**src/sv/fau_pkg.sv**
```systemverilog
package fau_pkg;

  localparam int unsigned OperandWidthDef = 16;
  localparam int unsigned ResNumWidth     = 48;
  localparam int unsigned ResDenWidth     = 32;
  localparam int unsigned OpWidth         = 2;

  typedef enum logic [OpWidth-1:0] {
    OpAdd = 2'd0,
    OpSub = 2'd1,
    OpMul = 2'd2,
    OpDiv = 2'd3
  } op_e;

  typedef enum logic {
    StatusOk      = 1'b0,
    StatusDivZero = 1'b1
  } status_e;

endpackage

```
**src/sv/fau_divider.sv**
```systemverilog
// Restoring divider, one quotient bit per cycle, truncating toward zero.
// The remainder takes the sign of the dividend, the quotient is negative when
// the operand signs differ. The divisor must be nonzero.
module fau_divider #(
  parameter int unsigned Width = 16
) (
  input  logic                    clk_i,
  input  logic                    rst_ni,
  input  logic                    start_i,
  input  logic signed [Width-1:0] dividend_i,
  input  logic signed [Width-1:0] divisor_i,
  output logic                    done_o,
  output logic signed [Width-1:0] quot_o,
  output logic signed [Width-1:0] rem_o
);
  import fau_pkg::*;

  localparam int unsigned CntWidth = $clog2(Width + 1);

  logic [Width-1:0]    dvd_q, dvd_d;
  logic [Width-1:0]    dvs_q, dvs_d;
  logic [Width:0]      rem_q, rem_d;
  logic [CntWidth-1:0] cnt_q, cnt_d;
  logic                run_q, run_d;
  logic                qneg_q, qneg_d, rneg_q, rneg_d;
  logic                done_q, done_d;
  logic [Width:0]      trial;
  logic [Width:0]      shifted;

  always_comb begin
    shifted = {rem_q[Width-1:0], dvd_q[Width-1]};
    trial   = shifted - {1'b0, dvs_q};
  end

  always_comb begin
    dvd_d  = dvd_q;
    dvs_d  = dvs_q;
    rem_d  = rem_q;
    cnt_d  = cnt_q;
    run_d  = run_q;
    qneg_d = qneg_q;
    rneg_d = rneg_q;
    done_d = 1'b0;
    if (start_i) begin
      dvd_d  = dividend_i[Width-1] ? Width'(-dividend_i) : dividend_i;
      dvs_d  = divisor_i[Width-1] ? Width'(-divisor_i) : divisor_i;
      rem_d  = '0;
      cnt_d  = CntWidth'(Width);
      run_d  = 1'b1;
      qneg_d = dividend_i[Width-1] ^ divisor_i[Width-1];
      rneg_d = dividend_i[Width-1];
    end else if (run_q) begin
      if (!trial[Width]) begin
        rem_d = trial;
        dvd_d = {dvd_q[Width-2:0], 1'b1};
      end else begin
        rem_d = shifted;
        dvd_d = {dvd_q[Width-2:0], 1'b0};
      end
      cnt_d = cnt_q - 1'b1;
      if (cnt_q == CntWidth'(1)) begin
        run_d  = 1'b0;
        done_d = 1'b1;
      end
    end
  end

  always_ff @(posedge clk_i or negedge rst_ni) begin
    if (!rst_ni) begin
      run_q  <= 1'b0;
      done_q <= 1'b0;
      cnt_q  <= '0;
    end else begin
      run_q  <= run_d;
      done_q <= done_d;
      cnt_q  <= cnt_d;
    end
  end

  always_ff @(posedge clk_i) begin
    dvd_q  <= dvd_d;
    dvs_q  <= dvs_d;
    rem_q  <= rem_d;
    qneg_q <= qneg_d;
    rneg_q <= rneg_d;
  end

  assign done_o = done_q;
  assign quot_o = qneg_q ? Width'(-dvd_q) : dvd_q;
  assign rem_o  = rneg_q ? Width'(-rem_q[Width-1:0]) : rem_q[Width-1:0];

endmodule

```
**src/sv/fraction_arithmetic_unit_top.sv**
```systemverilog
// Channel  | Handshake        | Payload
// ---------+------------------+------------------------------------------
// command  | start_i, busy_o  | operation_i, a_num_i, a_den_i, b_num_i, b_den_i
// result   | res_valid_o      | res_num_o, res_den_o, status_o
//
// A command beat is taken when start_i is high and busy_o is low; busy_o
// stays high until the result beat has been shown for its single cycle.
// Every gcd step and every exact division runs on one shared iterative
// divider of OPERAND_WIDTH+1 bits. Add/sub needs one gcd chain, mul/div two
// (each at most about 1.5*OPERAND_WIDTH steps), plus two or four exact
// divisions, and the product states StMul1 and StMul2 on the multiplier.
// Reset clears the sequencer only; the result port cannot stall.
module fraction_arithmetic_unit_top #(
  parameter int unsigned OPERAND_WIDTH = fau_pkg::OperandWidthDef
) (
  input  logic                                    clk_i,
  input  logic                                    rst_ni,
  input  logic                                    start_i,
  output logic                                    busy_o,
  input  logic [fau_pkg::OpWidth-1:0]             operation_i,
  input  logic signed [OPERAND_WIDTH-1:0]         a_num_i,
  input  logic signed [OPERAND_WIDTH-1:0]         a_den_i,
  input  logic signed [OPERAND_WIDTH-1:0]         b_num_i,
  input  logic signed [OPERAND_WIDTH-1:0]         b_den_i,
  output logic                                    res_valid_o,
  output logic signed [fau_pkg::ResNumWidth-1:0]  res_num_o,
  output logic signed [fau_pkg::ResDenWidth-1:0]  res_den_o,
  output logic                                    status_o
);
  import fau_pkg::*;

  // One extra bit holds the magnitude of the most negative operand, so that
  // a gcd of it (which can come out positive) and its quotients never wrap.
  localparam int unsigned W  = OPERAND_WIDTH + 1;
  localparam int unsigned PW = 2 * W;

  typedef enum logic [3:0] {
    StIdle, StG1Start, StG1Wait, StG2Start, StG2Wait,
    StQStart, StQWait, StMul1, StMul2, StOut
  } state_e;

  state_e            state_q;
  op_e               op_q;
  logic signed [W-1:0] an_q, ad_q, bn_q, bd_q;
  logic signed [W-1:0] gx_q, gy_q, g1_q, g2_q;
  logic signed [W-1:0] q_q [4];
  logic [1:0]        qi_q;
  logic signed [PW-1:0] p1_q, p2_q;
  logic signed [ResNumWidth-1:0] num_q;
  logic signed [ResDenWidth-1:0] den_q;
  logic              err_q, valid_q;

  logic              div_start;
  logic signed [W-1:0] div_a, div_b, div_quot, div_rem;
  logic              div_done;
  logic              addsub;

  assign addsub = (op_q == OpAdd) || (op_q == OpSub);

  fau_divider #(.Width(W)) u_div (
    .clk_i, .rst_ni,
    .start_i(div_start), .dividend_i(div_a), .divisor_i(div_b),
    .done_o(div_done), .quot_o(div_quot), .rem_o(div_rem)
  );

  // Quotient jobs: add/sub needs bd/g and ad/g; mul/div needs pn/f1, qn/f2,
  // pd/f2, qd/f1, with the operands already swapped for divide.
  always_comb begin
    div_start = 1'b0;
    div_a = gx_q;
    div_b = gy_q;
    if (state_q == StQStart) begin
      div_start = 1'b1;
      if (addsub) begin
        div_a = (qi_q == 2'd0) ? bd_q : ad_q;
        div_b = g1_q;
      end else begin
        unique case (qi_q)
          2'd0: begin div_a = an_q; div_b = g1_q; end
          2'd1: begin div_a = bn_q; div_b = g2_q; end
          2'd2: begin div_a = ad_q; div_b = g2_q; end
          default: begin div_a = bd_q; div_b = g1_q; end
        endcase
      end
    end else if (state_q == StG1Start || state_q == StG2Start) begin
      div_start = (gy_q != '0);
    end
  end

  always_ff @(posedge clk_i or negedge rst_ni) begin
    if (!rst_ni) begin
      state_q <= StIdle;
      valid_q <= 1'b0;
    end else begin
      valid_q <= 1'b0;
      unique case (state_q)
        StIdle: if (start_i && !busy_o) begin
          state_q <= StG1Start;
          op_q    <= op_e'(operation_i);
          an_q    <= W'(a_num_i);
          ad_q    <= W'(a_den_i);
          if (op_e'(operation_i) == OpDiv) begin
            bn_q <= W'(b_den_i);
            bd_q <= W'(b_num_i);
            gx_q <= W'(a_num_i);
            gy_q <= W'(b_num_i);
          end else begin
            bn_q <= W'(b_num_i);
            bd_q <= W'(b_den_i);
            if (op_e'(operation_i) == OpMul) begin
              gx_q <= W'(a_num_i);
              gy_q <= W'(b_den_i);
            end else begin
              gx_q <= W'(a_den_i);
              gy_q <= W'(b_den_i);
            end
          end
          err_q <= 1'b0;
          qi_q  <= '0;
        end
        StG1Start, StG2Start: begin
          if (gy_q == '0) begin
            if (state_q == StG1Start) begin
              g1_q <= gx_q;
              if (addsub) begin
                if (ad_q == '0 || bd_q == '0) begin
                  err_q   <= 1'b1;
                  state_q <= StOut;
                end else begin
                  state_q <= StQStart;
                end
              end else begin
                gx_q    <= bn_q;
                gy_q    <= ad_q;
                state_q <= StG2Start;
              end
            end else begin
              g2_q <= gx_q;
              if (g1_q == '0 || gx_q == '0) begin
                err_q   <= 1'b1;
                state_q <= StOut;
              end else begin
                state_q <= StQStart;
              end
            end
          end else begin
            state_q <= (state_q == StG1Start) ? StG1Wait : StG2Wait;
          end
        end
        StG1Wait, StG2Wait: if (div_done) begin
          gx_q    <= gy_q;
          gy_q    <= div_rem;
          state_q <= (state_q == StG1Wait) ? StG1Start : StG2Start;
        end
        StQStart: state_q <= StQWait;
        StQWait: if (div_done) begin
          q_q[qi_q] <= div_quot;
          qi_q      <= qi_q + 1'b1;
          if ((addsub && qi_q == 2'd1) || qi_q == 2'd3) begin
            state_q <= StMul1;
          end else begin
            state_q <= StQStart;
          end
        end
        StMul1: begin
          // Products are spread over StMul1 and StMul2, at most two in either state.
          if (addsub) begin
            p1_q <= PW'(an_q) * PW'(q_q[0]);
            den_q <= ResDenWidth'(PW'(ad_q) * PW'(q_q[0]));
          end else begin
            p1_q <= PW'(q_q[0]) * PW'(q_q[1]);
          end
          state_q <= StMul2;
        end
        StMul2: begin
          if (addsub) begin
            p2_q <= PW'(bn_q) * PW'(q_q[1]);
          end else begin
            den_q <= ResDenWidth'(PW'(q_q[2]) * PW'(q_q[3]));
          end
          state_q <= StOut;
        end
        StOut: begin
          if (err_q) begin
            num_q <= '0;
            den_q <= '0;
          end else if (op_q == OpAdd) begin
            num_q <= ResNumWidth'(p1_q + p2_q);
          end else if (op_q == OpSub) begin
            num_q <= ResNumWidth'(p1_q - p2_q);
          end else begin
            num_q <= ResNumWidth'(p1_q);
          end
          valid_q <= 1'b1;
          state_q <= StIdle;
        end
        default: state_q <= StIdle;
      endcase
    end
  end

  assign busy_o      = (state_q != StIdle) || valid_q;
  assign res_valid_o = valid_q;
  assign res_num_o   = num_q;
  assign res_den_o   = den_q;
  assign status_o    = err_q;

endmodule

```
**config.mk**
```make
export PLATFORM = sky130hd
export DESIGN_NAME = fraction_arithmetic_unit_top
export DESIGN_NICKNAME = d
export VERILOG_FILES = /design/src/sv/fau_pkg.sv /design/src/sv/fau_divider.sv /design/src/sv/fraction_arithmetic_unit_top.sv
export SDC_FILE = /design/constraint.sdc
export NUM_CORES = 2
export LEC_CHECK = 0
export BUFFER_PORTS_ARGS = -buffer_cell sky130_fd_sc_hd__buf_4
export CORE_ASPECT_RATIO = 0.5
export CORE_MARGIN = 5
export CORE_UTILIZATION = 55
export DETAILED_ROUTE_END_ITERATION = 16
export PLACE_DENSITY = 0.71
export SLEW_MARGIN = 15
export SYNTH_ARGS = -nofsm -noshare
export SYNTH_HDL_FRONTEND = slang
export SYNTH_SLANG_ARGS = --single-unit
```
**constraint.sdc**
```tcl
create_clock -name clk_i -period 11.5 [get_ports clk_i]
set_input_delay 0 -clock clk_i [delete_from_list [all_inputs] [get_ports clk_i]]
set_output_delay 0 -clock clk_i [all_outputs]
set_load 0.005 [all_outputs]
```
==> impl_results.md <==
* Initial core utilization at 55.5%
* Placed insts at 9547
* Clock Latency Late Sink at about 0.67 ns
* CP Cell Sequence: buf_4, nand2_1, fa_1, inv_1, fa_1, inv_1, fa_1, inv_1, fa_1, fa_1, inv_1, fa_1, inv_1, ha_1, a21o_1, a21o_1, a22o_1, or2_2, a221oi_2, a21oi_1, a41oi_2, nor2_1, a2111oi_1, o2bb2ai_1
* Max-cap viol count at 0
* Post-synth ARST share at 2.96%
* Commonest cells in the netlist: 1674 x inv_1, 1413 x fa_1, 908 x nand2_1
* Setup TNS at 0 ns
* F_max at 125 MHz
* Slowest CP cell: edfxtp_1
* Total GRT Usage at 28.4%
* Cell Area, Synth at 74700 um2
* Routed Antenna Nets at 0
* Post-Layout Inst Area at 79700 um2
* Max-slew headroom at between 10% and 20%
* Footprint of the multi-input gates at 55000 um2
* Clock Skews at 0.0799 ns
* Most common cell in the netlist: inv_1
* Seq cells post-synth at 405
* Clock Path Buffers at 3
* Status: finished clean
* PD cells at 40.1 nW/um2
* DR vias/cell at roughly 5.7
* Top cell type by total area after synthesis: fa_1
* Largest net degree at the start of global routing at 75
* GRT overflow at 0
* Total number of yosys warnings at 0
* FF-to-FF setup slack at 3.48 ns
* Post-DP Area at 77300 um2
* Top-area cell type share of the netlist area at 37.9%
* Most used flip-flop cell after synthesis: edfxtp_1
* Grt peak-use layer: met2
* DRT Wirelength at 201000 um
* CP endpoint kind: register
* Netlist cell types at 92
* Die footprint at 144000 um2
* Avg Inst Size Synth at 9.47 um2
* Met1 GRT Util at 40.8%
* First-pass GRT wire length at ~320000 um
* Placement Setup Slack at 3.60 ns
* Pre-antenna DRT Iters at 7
* Leak at 39.1 nW
* Worst Setup Slack, final at 3.48 ns
* Final net count at 9879
* Avg WL per Cell at between 20 and 25 um
* CTS clk-pin slew, worst paths at 0.07 ns
* # fillers at 11500
* PortBufs at 151
* # rows at 95
* Arr. time, crit path at 8.39 ns
* Final Setup Violations at 0
* Vias in the first global route at around 56000
* Hpwl dp at 157000 um
* Reg area at ~12000 um2
* Cts hold-fix bufs at 85
* Cell count after synthesis at around 7900
* IO Pins at 152
* Num CTS Buffers at 44
* Core area at between 100000 and 150000 um2
* Post-cts resize count at 0
* Die width at 531 um
* Worst path most repeated cell: fa_1
* Final Non-Filler Cells at roughly 9700
* CP Class: reg2reg
* Met2 Usage GRT at 44.0%
* # clock sinks at 405
* CTS H-tree lvls at 2
* Sequential-to-total area share from yosys stat at around 16%
* Synthesized Nets at 9885
* First DRT Iteration DRCs at 5182
* Final Hold Violating Endpoints at 0
* CP max FO at 28
* Final min period at roughly 8.0 ns
* Worst Tran Pin Value at 1.24 ns
* Nature of the critical path startpoint: register
* Die H at 271 um
* Setup bufs post-CTS at 0
* Area growth from synthesis to layout at 6.69%
* Top cells by area, synth: fa_1 38%, edfxtp_1 15%, ha_1 8.6%, inv_1 8.4%, and2_1 5.2%
* DRC violations left at 0
* GP Congestion at 0.931
* WP data required at around 12 ns
* Hold slack at approximately 0.07 ns
* Hold WC Path Type: in2reg
* Share of layout cells above drive strength 1 at 5.08%
* RSZ-0062 raised after global routing: no
* Initial antenna violation count at 5
* Post-synth EDFFs at around 380
* Peak VDD IR at 0.123 mV
* Max incr delay on CP at 0.89 ns
* Final worst path period share at 69.8%
* CTS tree: done
* Via count at 55200
* Global-route met3 utilization at 6.06%
* Slew Viols, Final at 0
* Clock Tree Root: clkbuf_16
-- final timing paths --
| path | startpoint | end | depth (start not counted) |
|---|---|---|---|
| setup / recovery | q_q[0][13]$_DFFE_PP_ | p1_q[32]$_DFFE_PP_ | 24 |
| hold / removal | a_den_i[10] | ad_q[10]$_DFFE_PP_ | 2 |
| setup reg to reg | q_q[0][13]$_DFFE_PP_ | p1_q[32]$_DFFE_PP_ | 24 |
| hold reg to reg | u_div.cnt_q[4]$_DFFE_PN0P_ | u_div.cnt_q[4]$_DFFE_PN0P_ | 2 |
| max in group asynchronous | rst_ni | u_div.cnt_q[2]$_DFFE_PN0P_ | 3 |
| min in group asynchronous | rst_ni | u_div.cnt_q[4]$_DFFE_PN0P_ | 3 |
-- cell usage in the layout, fill, tap and decap left out, types with 16 or more instances in the layout --
cell	count
a211oi_1	48
and3_1	24
clkbuf_16	44
nand2b_1	68
o211ai_1	21
buf_4	245
nor3_1	63
a222oi_1	16
mux2_2	41
o21a_1	31
inv_1	1673
xor2_1	97
a21oi_1	270
nor2b_1	47
dfxtp_1	17
nand2_1	908
nand4_1	16
edfxtp_1	376
ha_1	513
o22ai_1	28
or3_1	24
mux2i_1	69
o31ai_1	37
dlygate4sd3_1	85
o21ai_0	201
nor2_1	258
nor4_1	25
nand3_1	51
a31oi_1	24
xnor2_1	183
and2_1	621
a21o_1	99
a22oi_1	34
o21bai_1	25
fa_1	1413
-- flip-flops by register name (all words and copies together) (netlist names), 2 cells and up --
signal,flops
q_q,68
res_num_o,35
p1_q,34
p2_q,34
res_den_o,32
g1_q,17
g2_q,17
gx_q,17
gy_q,17
u_div.dvd_q,17
u_div.dvs_q,17
u_div.rem_q,17
ad_q,16
an_q,16
bd_q,16
bn_q,16
u_div.cnt_q,5
state_q,4
op_q,2
qi_q,2
-- per-stage QoR --
stage | total power [mW] | utilization, %
6_report | 3.20 | 59.2
5_1_grt | 3.28 | 59.2
4_1_cts | 3.21 | 59.2
3_5_place_dp | 1.67 | 57.5
3_3_place_gp | 1.67 | 57.5
2_1_floorplan | 1.64 | -
-- logic make-up after synthesis --
group | Yosys count | synth area share, %
flip-flops | 405 | 16.0
multiplexers | 110 | 1.54
XOR/XNOR | 282 | 3.32
AO/OA/AOI/OAI | 945 | 8.16
AND/OR/NAND/NOR | 2162 | 14.1
buffers and inverters | 2060 | 10.4
adder cells (fa/ha/maj) | 1926 | 46.5
-- routing by layer --
metal | routed length [um] | vias up | part of all wire (%)
met4 | 6050 | 2 | 3.0
met1 | 84000 | 28100 | 42
met5 | 20 | - | 0.010
met2 | 90900 | 2393 | 45
li1 | - | 24400 | -
met3 | 20000 | 353 | 9.9
-- power by group --
part	leakage, nW	switching, mW	internal [mW]	total [mW]
clock network	0.711	0.701	0.829	1.53
logic	34.6	0.0319	0.0466	0.0786
registers	3.79	0	1.59	1.59
total	39.1	0.733	2.47	3.20
-- worst max-delay path, delay by kind of cell, from the launching register on --
family | cells | cell delay [ns]
AND/OR/NAND/NOR | 3 | 0.48
adder cells (fa/ha/maj) | 7 | 3.33
AO/OA/AOI/OAI | 8 | 2.24
flip-flops | 1 | 0.89
buffers and inverters | 6 | 0.78
-- cell type report --
class	instances	area share [%]
multi-input combinational	5425	69.0
sequential	405	15.0
inverter	1678	7.91
timing repair buffer	330	3.38
tap	1794	2.82
clock buffer	55	1.47
clock inverter	27	0.410
antenna	4	0.0126
No activity file was read; power rests on OpenSTA's default activity.
